### src/hdl/card_number_luhn_validate_top_defines.svh
// Assertion macros for the card number check block.
// Each macro assumes signals named clk and rst_n in the scope where it is used.
`ifndef CARD_NUMBER_LUHN_VALIDATE_TOP_DEFINES_SVH
`define CARD_NUMBER_LUHN_VALIDATE_TOP_DEFINES_SVH

`ifndef ASSERT_OFF
`define LUHN_ASSERT(lbl, prop, msg) \
    lbl: assert property (@(posedge clk) disable iff (!rst_n) prop) else $error(msg);
`define LUHN_ASSERT_ALWAYS(lbl, prop, msg) \
    lbl: assert property (@(posedge clk) prop) else $error(msg);
`else
`define LUHN_ASSERT(lbl, prop, msg)
`define LUHN_ASSERT_ALWAYS(lbl, prop, msg)
`endif

`endif

### src/hdl/luhn_pkg.sv
package luhn_pkg;

    localparam int IN_WIDTH           = 63;
    localparam int BCD_DIGITS         = 19;
    localparam int BCD_WIDTH          = 4 * BCD_DIGITS;
    localparam int DIGIT_IDX_W        = $clog2(BCD_DIGITS);
    localparam int STEP_CNT_W         = $clog2(IN_WIDTH);
    localparam int COUNT_WIDTH        = 5;
    localparam int SUM_WIDTH          = 8;
    localparam int TYPE_WIDTH         = 2;
    localparam int DEFAULT_MAX_DIGITS = 19;

    typedef logic [3:0] digit_t;

    typedef enum logic [TYPE_WIDTH-1:0] {
        CARD_UNKNOWN = 2'd0,
        CARD_LEN15   = 2'd1,
        CARD_LEN16_5 = 2'd2,
        CARD_LEAD4   = 2'd3
    } card_type_t;

    typedef enum logic [1:0] {
        ST_IDLE,
        ST_CONV,
        ST_SCAN,
        ST_FINISH
    } ctrl_state_t;

    typedef struct packed {
        logic                   load;
        logic                   conv;
        logic                   scan;
        logic [DIGIT_IDX_W-1:0] digit_idx;
        logic                   out_load;
    } dp_cmd_t;

    // Doubled digit folded back to a single digit, as the odd positions need.
    function automatic digit_t luhn_double(digit_t d);
        logic [4:0] dd;
        dd = {d, 1'b0};
        if (dd > 5'd9)
        begin
            return digit_t'(dd - 5'd9);
        end
        return digit_t'(dd);
    endfunction

endpackage

### src/hdl/luhn_dp.sv
module luhn_dp import luhn_pkg::*;
#(
    parameter int MAX_DIGITS = DEFAULT_MAX_DIGITS
)
(
    input  logic                   clk,
    input  logic [IN_WIDTH-1:0]    card_number,
    input  dp_cmd_t                cmd,
    output logic [COUNT_WIDTH-1:0] digit_count,
    output logic [SUM_WIDTH-1:0]   luhn_sum,
    output logic                   is_valid,
    output logic [TYPE_WIDTH-1:0]  card_type
);

    logic [IN_WIDTH-1:0]    bin_reg;
    logic [BCD_WIDTH-1:0]   bcd_reg;
    logic [BCD_WIDTH-1:0]   bcd_adj;
    digit_t                 prev_reg;
    digit_t                 hi_reg, lo_reg;
    digit_t                 thi_reg, tlo_reg;
    logic [COUNT_WIDTH-1:0] sig_reg;
    logic [SUM_WIDTH-1:0]   sum_reg;
    digit_t                 mod_reg;
    logic [COUNT_WIDTH-1:0] count_reg;
    logic [SUM_WIDTH-1:0]   luhn_sum_reg;
    logic                   is_valid_reg;
    card_type_t             card_type_reg;

    digit_t                 cur_digit;
    digit_t                 weighted;
    logic [4:0]             mod_sum;
    digit_t                 mod_next;
    logic                   overflow;
    logic [COUNT_WIDTH-1:0] count;
    digit_t                 lead_hi, lead_lo;
    card_type_t             kind;

    // Shift-and-add-3 correction, applied to every decimal digit at once.
    always_comb
    begin
        for (int k = 0; k < BCD_DIGITS; k++)
        begin
            if (bcd_reg[4*k +: 4] >= 4'd5)
            begin
                bcd_adj[4*k +: 4] = bcd_reg[4*k +: 4] + 4'd3;
            end
            else
            begin
                bcd_adj[4*k +: 4] = bcd_reg[4*k +: 4];
            end
        end
    end

    assign cur_digit = bcd_reg[3:0];
    assign weighted  = cmd.digit_idx[0] ? luhn_double(cur_digit) : cur_digit;
    assign mod_sum   = {1'b0, mod_reg} + {1'b0, weighted};
    assign mod_next  = (mod_sum >= 5'd10) ? digit_t'(mod_sum - 5'd10) : digit_t'(mod_sum);

    always_ff @(posedge clk)
    begin
        if (cmd.load)
        begin
            bin_reg  <= card_number;
            bcd_reg  <= '0;
            prev_reg <= '0;
            hi_reg   <= '0;
            lo_reg   <= '0;
            thi_reg  <= '0;
            tlo_reg  <= '0;
            sig_reg  <= '0;
            sum_reg  <= '0;
            mod_reg  <= '0;
        end
        else if (cmd.conv)
        begin
            bcd_reg <= {bcd_adj[BCD_WIDTH-2:0], bin_reg[IN_WIDTH-1]};
            bin_reg <= {bin_reg[IN_WIDTH-2:0], 1'b0};
        end
        else if (cmd.scan)
        begin
            bcd_reg  <= {4'd0, bcd_reg[BCD_WIDTH-1:4]};
            prev_reg <= cur_digit;
            sum_reg  <= sum_reg + SUM_WIDTH'(weighted);
            mod_reg  <= mod_next;
            if (cur_digit != '0)
            begin
                sig_reg <= COUNT_WIDTH'(cmd.digit_idx) + 1'b1;
                hi_reg  <= cur_digit;
                lo_reg  <= prev_reg;
            end
            if (cmd.digit_idx == DIGIT_IDX_W'(MAX_DIGITS - 1))
            begin
                thi_reg <= cur_digit;
                tlo_reg <= prev_reg;
            end
        end
    end

    // Digits left beyond the scanned ones mean the count saturates at the limit.
    assign overflow = |bcd_reg;
    assign count    = overflow ? COUNT_WIDTH'(MAX_DIGITS) : sig_reg;
    assign lead_hi  = overflow ? thi_reg : hi_reg;
    assign lead_lo  = overflow ? tlo_reg : lo_reg;

    always_comb
    begin
        priority if (count == 5'd15 && lead_hi == 4'd3 && (lead_lo == 4'd4 || lead_lo == 4'd7))
        begin
            kind = CARD_LEN15;
        end
        else if (count == 5'd16 && lead_hi == 4'd5 && lead_lo >= 4'd1 && lead_lo <= 4'd5)
        begin
            kind = CARD_LEN16_5;
        end
        else if ((count == 5'd13 || count == 5'd16) && lead_hi == 4'd4)
        begin
            kind = CARD_LEAD4;
        end
        else
        begin
            kind = CARD_UNKNOWN;
        end
    end

    always_ff @(posedge clk)
    begin
        if (cmd.out_load)
        begin
            count_reg     <= count;
            luhn_sum_reg  <= sum_reg;
            is_valid_reg  <= (mod_reg == '0);
            card_type_reg <= kind;
        end
    end

    assign digit_count = count_reg;
    assign luhn_sum    = luhn_sum_reg;
    assign is_valid    = is_valid_reg;
    assign card_type   = card_type_reg;

endmodule

### config.mk
export PLATFORM = sky130hd
export DESIGN_NAME = luhn_dp
export DESIGN_NICKNAME = d
export VERILOG_FILES = /design/src/hdl/card_number_luhn_validate_top_defines.svh /design/src/hdl/luhn_pkg.sv /design/src/hdl/luhn_dp.sv
export SDC_FILE = /design/constraint.sdc
export NUM_CORES = 1
export LEC_CHECK = 0
export BUFFER_PORTS_ARGS = -buffer_cell sky130_fd_sc_hd__buf_2
export CELL_PAD_IN_SITES_DETAIL_PLACEMENT = 0
export CELL_PAD_IN_SITES_GLOBAL_PLACEMENT = 1
export CORE_ASPECT_RATIO = 2
export CORE_MARGIN = 2
export CORE_UTILIZATION = 47
export DETAILED_ROUTE_END_ITERATION = 8
export GPL_ROUTABILITY_DRIVEN = 0
export PLACE_DENSITY = 0.81
export SYNTH_ARGS = -nofsm -noshare
export SYNTH_HDL_FRONTEND = slang
export SYNTH_SLANG_ARGS = --single-unit
### constraint.sdc
create_clock -name clk -period 4.1 [get_ports clk]
set_clock_uncertainty 0.05 [all_clocks]
set_input_delay 0.41 -clock clk [delete_from_list [all_inputs] [get_ports clk]]
set_output_delay 0.41 -clock clk [all_outputs]
set_load 0.02 [all_outputs]
==> results.txt <==
Crit path max-delay cell type: dfxtp_1
Worst skew pair latency: 0.44 ns
Die width: 107 µm
Final #Nets: 1199
Worst vdd ir: 0.323 mV
R2R Setup Slk: 0.53 ns
Crit path buffers/inverters: 4
Routed Antenna Nets: 0
CTS buffer count: 17
CTS tree: built
Syn Inst Count: 1001
Clock Tree Root: clkbuf_16
Top post-synthesis cells by area: edfxtp_1 (24%), dfxtp_1 (21%), a211oi_1 (8.5%), ha_1 (8.5%), mux2_2 (6.9%)
Outcome: completed
Synth warn: 0
Final Hold Vio Count: 0
Area leader, netlist: edfxtp_1
Post-layout min period: 3.57 ns
DRC: 0
Slew Limit Fails: 0
Post-CTS setup buffer count: 0
Simple logic cell fraction of the synthesized area: 13.5%
Post-Synth Adder-Cell Area: 8.87%
Die Area: 0.0226 mm²
I/O pin count: 89
Vias: 7531
CP delay by family, top: adder cells
Largest family of logic cells by synthesized area: compound AO/OA/AOI/OAI gates
Starting Density: 47.8%
Period utilization: 87.1%
Routed wire per std cell: 16.5 µm
Unrepaired setup endpoints after global routing: no
DRT Wirelength: 22000 µm
Clock Path Buffers: 2
Final setup fails: 0
Worst-case headroom to the max-slew limit: 38.8%
Synth Area in Compound Gates: 18.5%
Max reg flops: 76
Crit Path Category: flip-flop to flip-flop
PortBufs: 88
Number of synthesized register bits: 184
Cell area after synthesis: 0.0100 mm²
Die height: 211 µm
Crit path required time: 4.44 ns
Syn_nets: 1144
H-tree levels: 4
Core ar.: 0.0210 mm²
DRT iter0 DRCs: 355
Layout cell share with drive strength beyond 1: 18.8%
First-pass GRT wire length: 37000 µm
Post-synth EDFFs: 79
Area growth, synth to finish: 11.9%
Syn Area/Cell: 10.0 µm²
CP Cell Sequence: inv_1 -> ha_1 -> inv_1 -> a21oi_2 -> xnor2_1 -> nand2_1 -> o21ai_0 -> inv_1 -> fa_1 -> xnor2_1 -> inv_1 -> ha_1 -> o31a_1 -> o21ai_2 -> a31oi_2 -> or4_1 -> nand3_1
Hold crit path type: primary input to flip-flop
Via density: 5.62
Fraction of synthesized area in multiplexers: 7.05%
CP Max Fanout: 8
Initial antenna violation count: 1
Reg clk slew, reported paths: 0.07 ns
P_leak: 4.09 nW
Sink Count: 184
Total power: 0.00451 W
Synth cell types: 50
CP Capture Type: flip-flop
Post-CTS Resized: 0
Vias in the first global route: 7456
Sequential share of the synthesized area: 44.5%
Power per cell area: 401 mW/mm²
Top-area cell type share of the netlist area: 23.6%
Cts-stage hold buffer count: 0
HPWL after DPL: 15300 µm
MaxCap Viol Count: 0
Worst path arrival time: 3.91 ns
Post-Synth XOR/XNOR Area: 2.79%
Most frequent CP cell: inv_1
Peak Freq: 280 MHz
Setup TNS: 0 ns
Largest net degree at the start of global routing: 96
CP startpoint kind: flip-flop
Largest stage delay on the critical path: 0.48 ns
Min Hold Slack: 0.207 ns
Gr ovfl total: 0
Site Rows: 75
Post-synth ARST share: 0%
Ys flop type: dfxtp_1
GRT Overall Usage: 20.5%
Pre-antenna DRT Iters: 5
Worst-Margin Slew: 0.918 ns
==> synth_stat cells, drive strengths merged, types with 2 or more instances <==
master and instances:
o211ai 3, nor4b 6, buf 16, a32oi 18
mux2 62, nand3 9, edfxtp 79, xnor2 26
a2111oi 2, and2 3, nor2 79, xor2 6
nor3 4, dfxtp 105, a21oi 102, nor3b 37
nand4b 2, and4b 2, nor2b 25, o21ai 46
nand3b 2, inv 51, ha 68, nand4 4
a211oi 115, nor4 7, nand2 38, clkbuf 45
nand2b 25, or3 2, fa 2
==> layer usage <==
layer | wire, µm | up-vias | part of all wire, % | global-route usage (%)
met4 | 611 | 0 | 2.8 | 8.13
li1 | - | 3778 | - | -
met2 | 12400 | 113 | 56 | 39.1
met5 | 0 | - | 0 | 0
met1 | 8400 | 3605 | 38 | 21.9
met3 | 586 | 35 | 2.7 | 3.52
==> report_power, final <==
group / leakage (nW) / switching [W] / internal [W]
registers: 1.66 / 0.000100 / 0.00206
logic: 2.14 / 0.000358 / 0.000290
clock network: 0.288 / 0.000777 / 0.000926
total: 4.09 / 0.00123 / 0.00327
==> path summary, 6_finish.rpt <==
| kind | start | endpoint | cells past startpoint |
|---|---|---|---|
| min reg2reg | prev_reg[2]$_SDFFE_PP0P_ | prev_reg[2]$_SDFFE_PP0P_ | 2 |
| max reg2reg | bcd_reg[0]$_SDFFE_PP0P_ | mod_reg[2]$_SDFFE_PP0P_ | 17 |
| min | card_number[0] | bin_reg[0]$_SDFFCE_PN0P_ | 2 |
| max | bcd_reg[0]$_SDFFE_PP0P_ | mod_reg[2]$_SDFFE_PP0P_ | 17 |
==> kinds of logic (layout without fill, tap and decap cells) <==
| family | count (synthesis) | after routing |
|---|---|---|
| AOI/OAI and AO/OA | 291 | 291 |
| and+or+nand+nor | 249 | 249 |
| DFF | 184 | 184 |
| buffers and inverters | 112 | 180 |
| adders and majority gates | 70 | 70 |
| muxes | 63 | 63 |
| xor gates and xnor gates | 32 | 32 |
| other | 0 | 1 |
==> final cells by class <==
type,instances,area [µm²]
sequential,184,4470
tap,269,337
inverter,51,191
antenna,1,2.50
timing repair buffer,97,532
clock inverter,14,176
fill,1947,9780
multi-input combinational,705,5100
clock buffer,18,429
==> worst register-to-register path: cells and delay by family (launching register included) <==
family          cells  cell delay [ns]
compound gates      5             0.55
xor+xnor            2             0.41
fa+ha+maj           3             1.01
buf+inv             4             0.47
flops               1             0.48
simple gates        3             0.56
==> layout by cell type, fill, tap and decap left out, drive strengths merged, types with 38 or more instances in the layout <==
master	n
nand2	38
mux2	62
nor2	79
edfxtp	79
inv	58
a21oi	102
o21ai	46
ha	68
buf	97
dfxtp	105
a211oi	115
==> metrics by stage <==
| stage | setup slack [ns] | instance area [µm²] | utilization, % | cells |
|---|---|---|---|---|
| floorplan | 0.763 | 10000 | - | 1001 |
| global placement | 0.533 | 10600 | 50.6 | 1306 |
| detailed placement | 0.448 | 10600 | 50.6 | 1306 |
| CTS | 0.440 | 11200 | 53.5 | 1338 |
| global route | 0.0446 | 11200 | 53.5 | 1339 |
| finish | 0.528 | 11200 | 53.5 | 1339 |
No activity file was read; power rests on OpenSTA's default activity.
