<file path="src/hdl/card_number_luhn_validate_top_defines.svh">
// Assertion macros for the card number check block.
// Each macro assumes signals named clk and rst_n in the scope where it is used.
`ifndef CARD_NUMBER_LUHN_VALIDATE_TOP_DEFINES_SVH
`define CARD_NUMBER_LUHN_VALIDATE_TOP_DEFINES_SVH

`ifndef ASSERT_OFF
`define LUHN_ASSERT(lbl, prop, msg) \
    lbl: assert property (@(posedge clk) disable iff (!rst_n) prop) else $error(msg);
`define LUHN_ASSERT_ALWAYS(lbl, prop, msg) \
    lbl: assert property (@(posedge clk) prop) else $error(msg);
`else
`define LUHN_ASSERT(lbl, prop, msg)
`define LUHN_ASSERT_ALWAYS(lbl, prop, msg)
`endif

`endif

</file>
<file path="src/hdl/luhn_pkg.sv">
package luhn_pkg;

    localparam int IN_WIDTH           = 63;
    localparam int BCD_DIGITS         = 19;
    localparam int BCD_WIDTH          = 4 * BCD_DIGITS;
    localparam int DIGIT_IDX_W        = $clog2(BCD_DIGITS);
    localparam int STEP_CNT_W         = $clog2(IN_WIDTH);
    localparam int COUNT_WIDTH        = 5;
    localparam int SUM_WIDTH          = 8;
    localparam int TYPE_WIDTH         = 2;
    localparam int DEFAULT_MAX_DIGITS = 19;

    typedef logic [3:0] digit_t;

    typedef enum logic [TYPE_WIDTH-1:0] {
        CARD_UNKNOWN = 2'd0,
        CARD_LEN15   = 2'd1,
        CARD_LEN16_5 = 2'd2,
        CARD_LEAD4   = 2'd3
    } card_type_t;

    typedef enum logic [1:0] {
        ST_IDLE,
        ST_CONV,
        ST_SCAN,
        ST_FINISH
    } ctrl_state_t;

    typedef struct packed {
        logic                   load;
        logic                   conv;
        logic                   scan;
        logic [DIGIT_IDX_W-1:0] digit_idx;
        logic                   out_load;
    } dp_cmd_t;

    // Doubled digit folded back to a single digit, as the odd positions need.
    function automatic digit_t luhn_double(digit_t d);
        logic [4:0] dd;
        dd = {d, 1'b0};
        if (dd > 5'd9)
        begin
            return digit_t'(dd - 5'd9);
        end
        return digit_t'(dd);
    endfunction

endpackage

</file>
<file path="src/hdl/luhn_ctrl.sv">
module luhn_ctrl import luhn_pkg::*;
#(
    parameter int MAX_DIGITS = DEFAULT_MAX_DIGITS
)
(
    input  logic    clk,
    input  logic    rst_n,
    input  logic    in_valid,
    output logic    in_ready,
    output logic    out_valid,
    input  logic    out_ready,
    output dp_cmd_t cmd
);

    ctrl_state_t           state_reg, state_next;
    logic [STEP_CNT_W-1:0] cnt_reg, cnt_next;
    logic                  out_valid_reg, out_valid_next;

    always_ff @(posedge clk or negedge rst_n)
    begin
        if (!rst_n)
        begin
            state_reg     <= ST_IDLE;
            cnt_reg       <= '0;
            out_valid_reg <= 1'b0;
        end
        else
        begin
            state_reg     <= state_next;
            cnt_reg       <= cnt_next;
            out_valid_reg <= out_valid_next;
        end
    end

    always_comb
    begin
        state_next    = state_reg;
        cnt_next      = cnt_reg;
        in_ready      = 1'b0;
        cmd           = '0;
        cmd.digit_idx = cnt_reg[DIGIT_IDX_W-1:0];
        unique case (state_reg)
            ST_IDLE:
            begin
                in_ready = 1'b1;
                if (in_valid)
                begin
                    cmd.load   = 1'b1;
                    cnt_next   = '0;
                    state_next = ST_CONV;
                end
            end
            ST_CONV:
            begin
                cmd.conv = 1'b1;
                if (cnt_reg == STEP_CNT_W'(IN_WIDTH - 1))
                begin
                    cnt_next   = '0;
                    state_next = ST_SCAN;
                end
                else
                begin
                    cnt_next = cnt_reg + 1'b1;
                end
            end
            ST_SCAN:
            begin
                cmd.scan = 1'b1;
                if (cnt_reg == STEP_CNT_W'(MAX_DIGITS - 1))
                begin
                    cnt_next   = '0;
                    state_next = ST_FINISH;
                end
                else
                begin
                    cnt_next = cnt_reg + 1'b1;
                end
            end
            ST_FINISH:
            begin
                // Wait here only while the previous result has not been taken.
                if (!out_valid_reg || out_ready)
                begin
                    cmd.out_load = 1'b1;
                    state_next   = ST_IDLE;
                end
            end
        endcase
    end

    always_comb
    begin
        out_valid_next = out_valid_reg;
        if (cmd.out_load)
        begin
            out_valid_next = 1'b1;
        end
        else if (out_ready)
        begin
            out_valid_next = 1'b0;
        end
    end

    assign out_valid = out_valid_reg;

endmodule

</file>
<file path="config.mk">
export PLATFORM = sky130hd
export DESIGN_NAME = luhn_ctrl
export DESIGN_NICKNAME = d
export VERILOG_FILES = /design/src/hdl/card_number_luhn_validate_top_defines.svh /design/src/hdl/luhn_pkg.sv /design/src/hdl/luhn_ctrl.sv
export SDC_FILE = /design/constraint.sdc
export NUM_CORES = 1
export LEC_CHECK = 0
export BUFFER_PORTS_ARGS = -buffer_cell sky130_fd_sc_hd__buf_2
export CAP_MARGIN = 15
export CORE_UTILIZATION = 30
export DETAILED_ROUTE_END_ITERATION = 12
export PLACE_DENSITY_LB_ADDON = 0.3
export RECOVER_POWER = 25
export SYNTH_ARGS = -nofsm -noshare
export SYNTH_HDL_FRONTEND = slang
export SYNTH_SLANG_ARGS = --single-unit
</file>
<file path="constraint.sdc">
create_clock -name clk -period 2 [get_ports clk]
set_input_delay 0.1 -clock clk [delete_from_list [all_inputs] [get_ports clk]]
set_output_delay 0.1 -clock clk [all_outputs]
set_load 0.005 [all_outputs]
</file>
==> metrics.cfg, run 1 <==
[status]
status = completed

[clock_network]
path_clk_slew_ns = 0.06
cts_buffers = 3
clock_latency_ns = 0.26
cts-root-buf = clkbuf_4
post-cts-setup-buffer-count = 0
clock_sinks = 9
htree_levels = 1
cts_buffer_depth = 2
cts_tree = done

[job]
maxCapViolCount = 0

[placement]
placed_cells = 106
portBuffers = 14
gp_congestion = 0.785
dp_hpwl_um = 1090
place_ws_ns = 0.169

[global_routing]
grt_max_degree = 11
antenna_found_initial = 0
grt_pass1_vias = 576
grt_usage_pct = 14.0
grt-ovfl-total = 0
grt_pass1_wl_um = 2680

[die]
design.core.area_sq_mm = 0.00219
rows = 17
ios = 15
initial_utilization_pct = 31.7
die_area_sq_mm = 0.00251
die_w_um = 50.1
fp.dieH_um = 50.1

[finish]
drive_above_1_share_pct = 31.3
fillers = 219
largest_register_ffs = 6
final_common_cell = buf_2
n_antenna_cell = 0
layout_common_cells = buf_2, dfrtp_1, nand2_1, o2111ai_1, ha_1
syn_to_final_growth_pct = 14.6
fin_nets = 94
stdcell_count = 111

[yosys]
async_reset_ff_share_pct = 100
synth_top_family_by_area = compound AO/OA/AOI/OAI gates
syn_inst = 70
synth_xor_area_share_pct = 0
seq_area_frac_synth_pct = 32.4
synthesis.nets = 80
ys_types = 25
synth_ff_type = dfrtp_1
synth_top_area_cell = dfrtp_1
ys_top_cells_by_area = dfrtp_1, ha_1, o2111ai_1
postSynthRegisterBits = 9
synth_area_per_cell_sq_um = 9.92
synthMuxAreaShare_pct = 2.16
yosys.area_share.simple_pct = 16.8
synth_area_sq_um = 694
yosysWarningCount = 0
synth-adder-area-share_pct = 10.8
synth-compound-area-share_pct = 25.9
yosysTopAreaCellShare_pct = 32.4
synth_edf_count = 0

[sta]
finalCritPeriodShare_pct = 92.7
slew_headroom_pct = 64.4
finalSetupTns_ns = 0
setup_violations = 0
hold_violations = 0
holdWs_ns = 0.325
skew_ns = 0.000376
fmax_ghz = 0.539
slew_viol_final = 0
tightest_slew_ns = 0.534
finalWorstSetupSlack_ns = 0.146
fin_crit_ns = 1.85
rsz0062_at_grt = no

[route]
wl_um = 1410
via_per_inst = 5.09
drc = 0
ant_nets = 0
dr.pass1.iters = 4
first_iter_violations = 13
wl_per_cell_um = 12.7
vias = 565

[setup_path]
crit_family = compound AO/OA/AOI/OAI gates
max_stage_delay_ns = 0.37
critPathArrivalTime_ns = 2.00
crit_path_end_kind = flip-flop
crit_buf_inv = 1
critPathSlowestCell = dfrtp_1
path_class = reg2reg
cp_max_fo = 2
start_kind = flip-flop
worst_ep_required_time_ns = 2.14
crit_chain = inv_1 > ha_1 > nand2_2 > o41a_1 > a2111oi_4 > mux2_4

[power_and_ir_drop]
ir_drop_v = 0.000463
power_leakage_uw = 0.000370
powerDensity_mw_per_mm2 = 1360

[worst_hold_path]
hp-class = in2reg

where the power goes:
| part | internal (uW) | switching [uW] | total, uW |
|---|---|---|---|
| clock | 77.0 | 67.1 | 144 |
| combinational | 298 | 382 | 679 |
| sequential | 230 | 32.5 | 263 |
Yosys cell counts (2+ instances only):
library cell,instances
dfrtp_1,9
buf_4,6
ha_1,6
nand2_1,6
o2111ai_1,6
inv_1,5
nand3_1,4
nor2b_1,4
nor2_1,3
and2_1,2
clkbuf_1,2
o21ai_0,2
o311ai_0,2
or2_2,2
worst min-delay path, delay by kind of cell:
family / cells / cell delay [ns]
buffers and inverters: 1 / 0.07
AND/OR/NAND/NOR: 2 / 0.36
area by class of cell:
class / count / area, sq um / area share (%)
tap: 28 / 35.0 / 4.40
sequential: 9 / 225 / 28.3
clock buffer: 4 / 26.3 / 3.30
multi-input combinational: 47 / 389 / 48.9
timing repair buffer: 18 / 101 / 12.7
inverter: 5 / 18.8 / 2.36
cell families after synthesis:
kind of cell	Yosys count
multiplexers	1
adder cells (fa/ha/maj)	6
AND/OR/NAND/NOR	23
buffers and inverters	14
AO/OA/AOI/OAI	17
flip-flops	9
what timing repair did:
item                       CTS  global route
hold buffers                 1             0
gates resized for setup      0             1
hold endpoints to repair     9             0
setup endpoints to repair    0             1
routing by layer:
metal	global-route usage (%)	part of all wire [%]
met5	0	0
met4	5.71	2.0
met3	3.09	3.8
met2	22.4	47
met1	17.9	47
worst paths after layout:
check	start	end	slack, ns	cells after the start
max	cnt_reg[0]	state_reg[1]	0.15	6
max reg2reg	cnt_reg[0]	state_reg[1]	0.15	6
max in group asynchronous	rst_n	cnt_reg[4]	1.32	2
min	out_ready	out_valid	0.32	3
min reg2reg	state_reg[0]	state_reg[0]	0.57	1
min in group asynchronous	rst_n	out_valid	0.33	2
through the flow:
stage	utilization (%)	instance area, sq um	power (uW)
after global routing	36.3	796	1200
final	36.3	796	1090
after CTS	36.3	795	1090
after floorplan	-	694	780
after detailed placement	34.6	758	933
after global placement	34.6	758	917
Power figures use the tool's default switching activity.
==> run 2: changes to the inputs <==
Settings changed: CORE_MARGIN set to 2.
Clock period 2 ns to 1.73 ns, I/O delays scaled along.
==> run 2 against run 1 <==
Effect of this change: final area rose by 14%; setup slack got worse by 0.12 ns; clock skew about the same; sequential share of layout area decreased by 3.5 points.
==> metrics.cfg, run 2 (synthesis results as in run 1) <==
[die]
rows = 17
initial_utilization_pct = 31.7
die_w_um = 52.1
design.core.area_sq_mm = 0.00219
fp.dieH_um = 52.1
ios = 15
die_area_sq_mm = 0.00272

[setup_path]
crit_path_end = state_reg[1]
crit_chain = inv_2 > ha_4 > nand2_2 > o41a_1 > a2111oi_4 > mux2_4
crit_buf_inv = 1
start_kind = flip-flop
worst_ep_required_time_ns = 1.89
rrSetupSlack_ns = 0.03
critPathArrivalTime_ns = 1.86
crit_family = compound AO/OA/AOI/OAI gates
worstSetupStartpoint = cnt_reg[0]
max_stage_delay_ns = 0.39
worst-path-stages = 6
critPathSlowestCell = dfrtp_1
r2r_start = cnt_reg[0]
path_class = reg2reg
ff2ff_path_depth = 6
cp_max_fo = 2
rr_endpoint = state_reg[1]
crit_path_end_kind = flip-flop

[worst_hold_path]
hp-class = in2reg
min_path_cells = 3

[global_routing]
grt_pass1_wl_um = 2530
antenna_found_initial = 0
grt-ovfl-total = 0
grt_usage_pct = 13.3
grt_pass1_vias = 599
grt_max_degree = 10

[sta]
skew_ns = 0.000651
holdWs_ns = 0.288
rsz0062_at_grt = yes
fin_crit_ns = 1.70
hold_violations = 0
slew_viol_final = 0
finalWorstSetupSlack_ns = 0.0253
slew_headroom_pct = 64.5
fmax_ghz = 0.587
tightest_slew_ns = 0.533
finalCritPeriodShare_pct = 98.5
setup_violations = 0

[placement]
place_ws_ns = 0.00415
gp_congestion = 0.763
placed_cells = 116
portBuffers = 14
dp_hpwl_um = 1160

[clock_network]
cts_tree = done
cts_buffers = 3
clock_sinks = 9
htree_levels = 1
cts-root-buf = clkbuf_4
cts_buffer_depth = 2
clock_latency_ns = 0.27
path_clk_slew_ns = 0.06

[finish]
largest_register_ffs = 6
layout_common_cells = buf_4, buf_2, dfrtp_1, nand2_1, o2111ai_1
stdcell_count = 124
n_antenna_cell = 0
fillers = 228
fin_nets = 107
fin_util_pct = 41.4
drive_above_1_share_pct = 42.7
syn_to_final_growth_pct = 30.6
final_common_cell = buf_4

[route]
dr.pass1.iters = 4
wl_per_cell_um = 12.4
drc = 0
ant_nets = 0
via_per_inst = 4.85
wl_um = 1530
vias = 602
first_iter_violations = 6

[job]
maxCapViolCount = 0

[power_and_ir_drop]
power_leakage_uw = 0.000440
power_uw = 1470
powerDensity_mw_per_mm2 = 1620
ir_drop_v = 0.000577

[status]
status = completed

==> run 2: final cells by class <==
| type | instances | area, sq um | area share [%] |
|---|---|---|---|
| well taps | 28 | 35.0 | 3.86 |
| inverters | 5 | 18.8 | 2.07 |
| clock buffers | 4 | 26.3 | 2.90 |
| repair buffers | 31 | 199 | 21.9 |
| flip-flops and latches | 9 | 225 | 24.8 |
| multi-input cells | 47 | 403 | 44.4 |
==> run 2: where the power goes <==
group / internal [uW] / switching, uW / leakage (uW)
sequential: 266 / 38.4 / 0.000119
combinational: 503 / 487 / 0.000306
clock: 89.4 / 82.3 / 0.0000150
==> run 2: how the worst min path moves through the flow <==
stage	to	startpoint	slack [ns]
CTS	state_reg[1]	rst_n	0.20
global placement	out_valid	rst_n	-0.04
global route	out_valid	out_ready	0.31
floorplan	cnt_reg[0]	rst_n	-0.21
detailed placement	out_valid	rst_n	-0.04
finish	out_valid	out_ready	0.29
==> run 2: layer usage <==
metal / vias up / GRT usage [%] / share of wire (%)
li1: 304 / - / -
met1: 276 / 15.6 / 46
met2: 15 / 20.3 / 46
met3: 7 / 2.87 / 3.7
met4: 0 / 11.8 / 4.6
met5: - / 0 / 0
==> run 2: metrics by stage <==
step           instance area, sq um  setup TNS, ns
2_1_floorplan                   697         -0.120
6_report                        907              0
4_1_cts                         872              0
5_1_grt                         907        -0.0966
3_5_place_dp                    836              0
3_3_place_gp                    836              0
==> run 2: worst reg2reg max path: cells and delay by family (launching register included) <==
family	cells	cell delay, ns
compound gates	2	0.62
flops	1	0.39
mux	1	0.33
fa+ha+maj	1	0.14
buf+inv	1	0.07
simple gates	1	0.05
==> run 2: what timing repair did <==
item                                    in CTS  in global routing
hold buffers                                 1                  0
pin swaps                                    0                  1
gates cloned                                 0                  0
gates resized for setup                      1                  6
endpoints found under the setup margin       1                  5
endpoints found under the hold margin        9                  0
buffers inserted                             0                  3
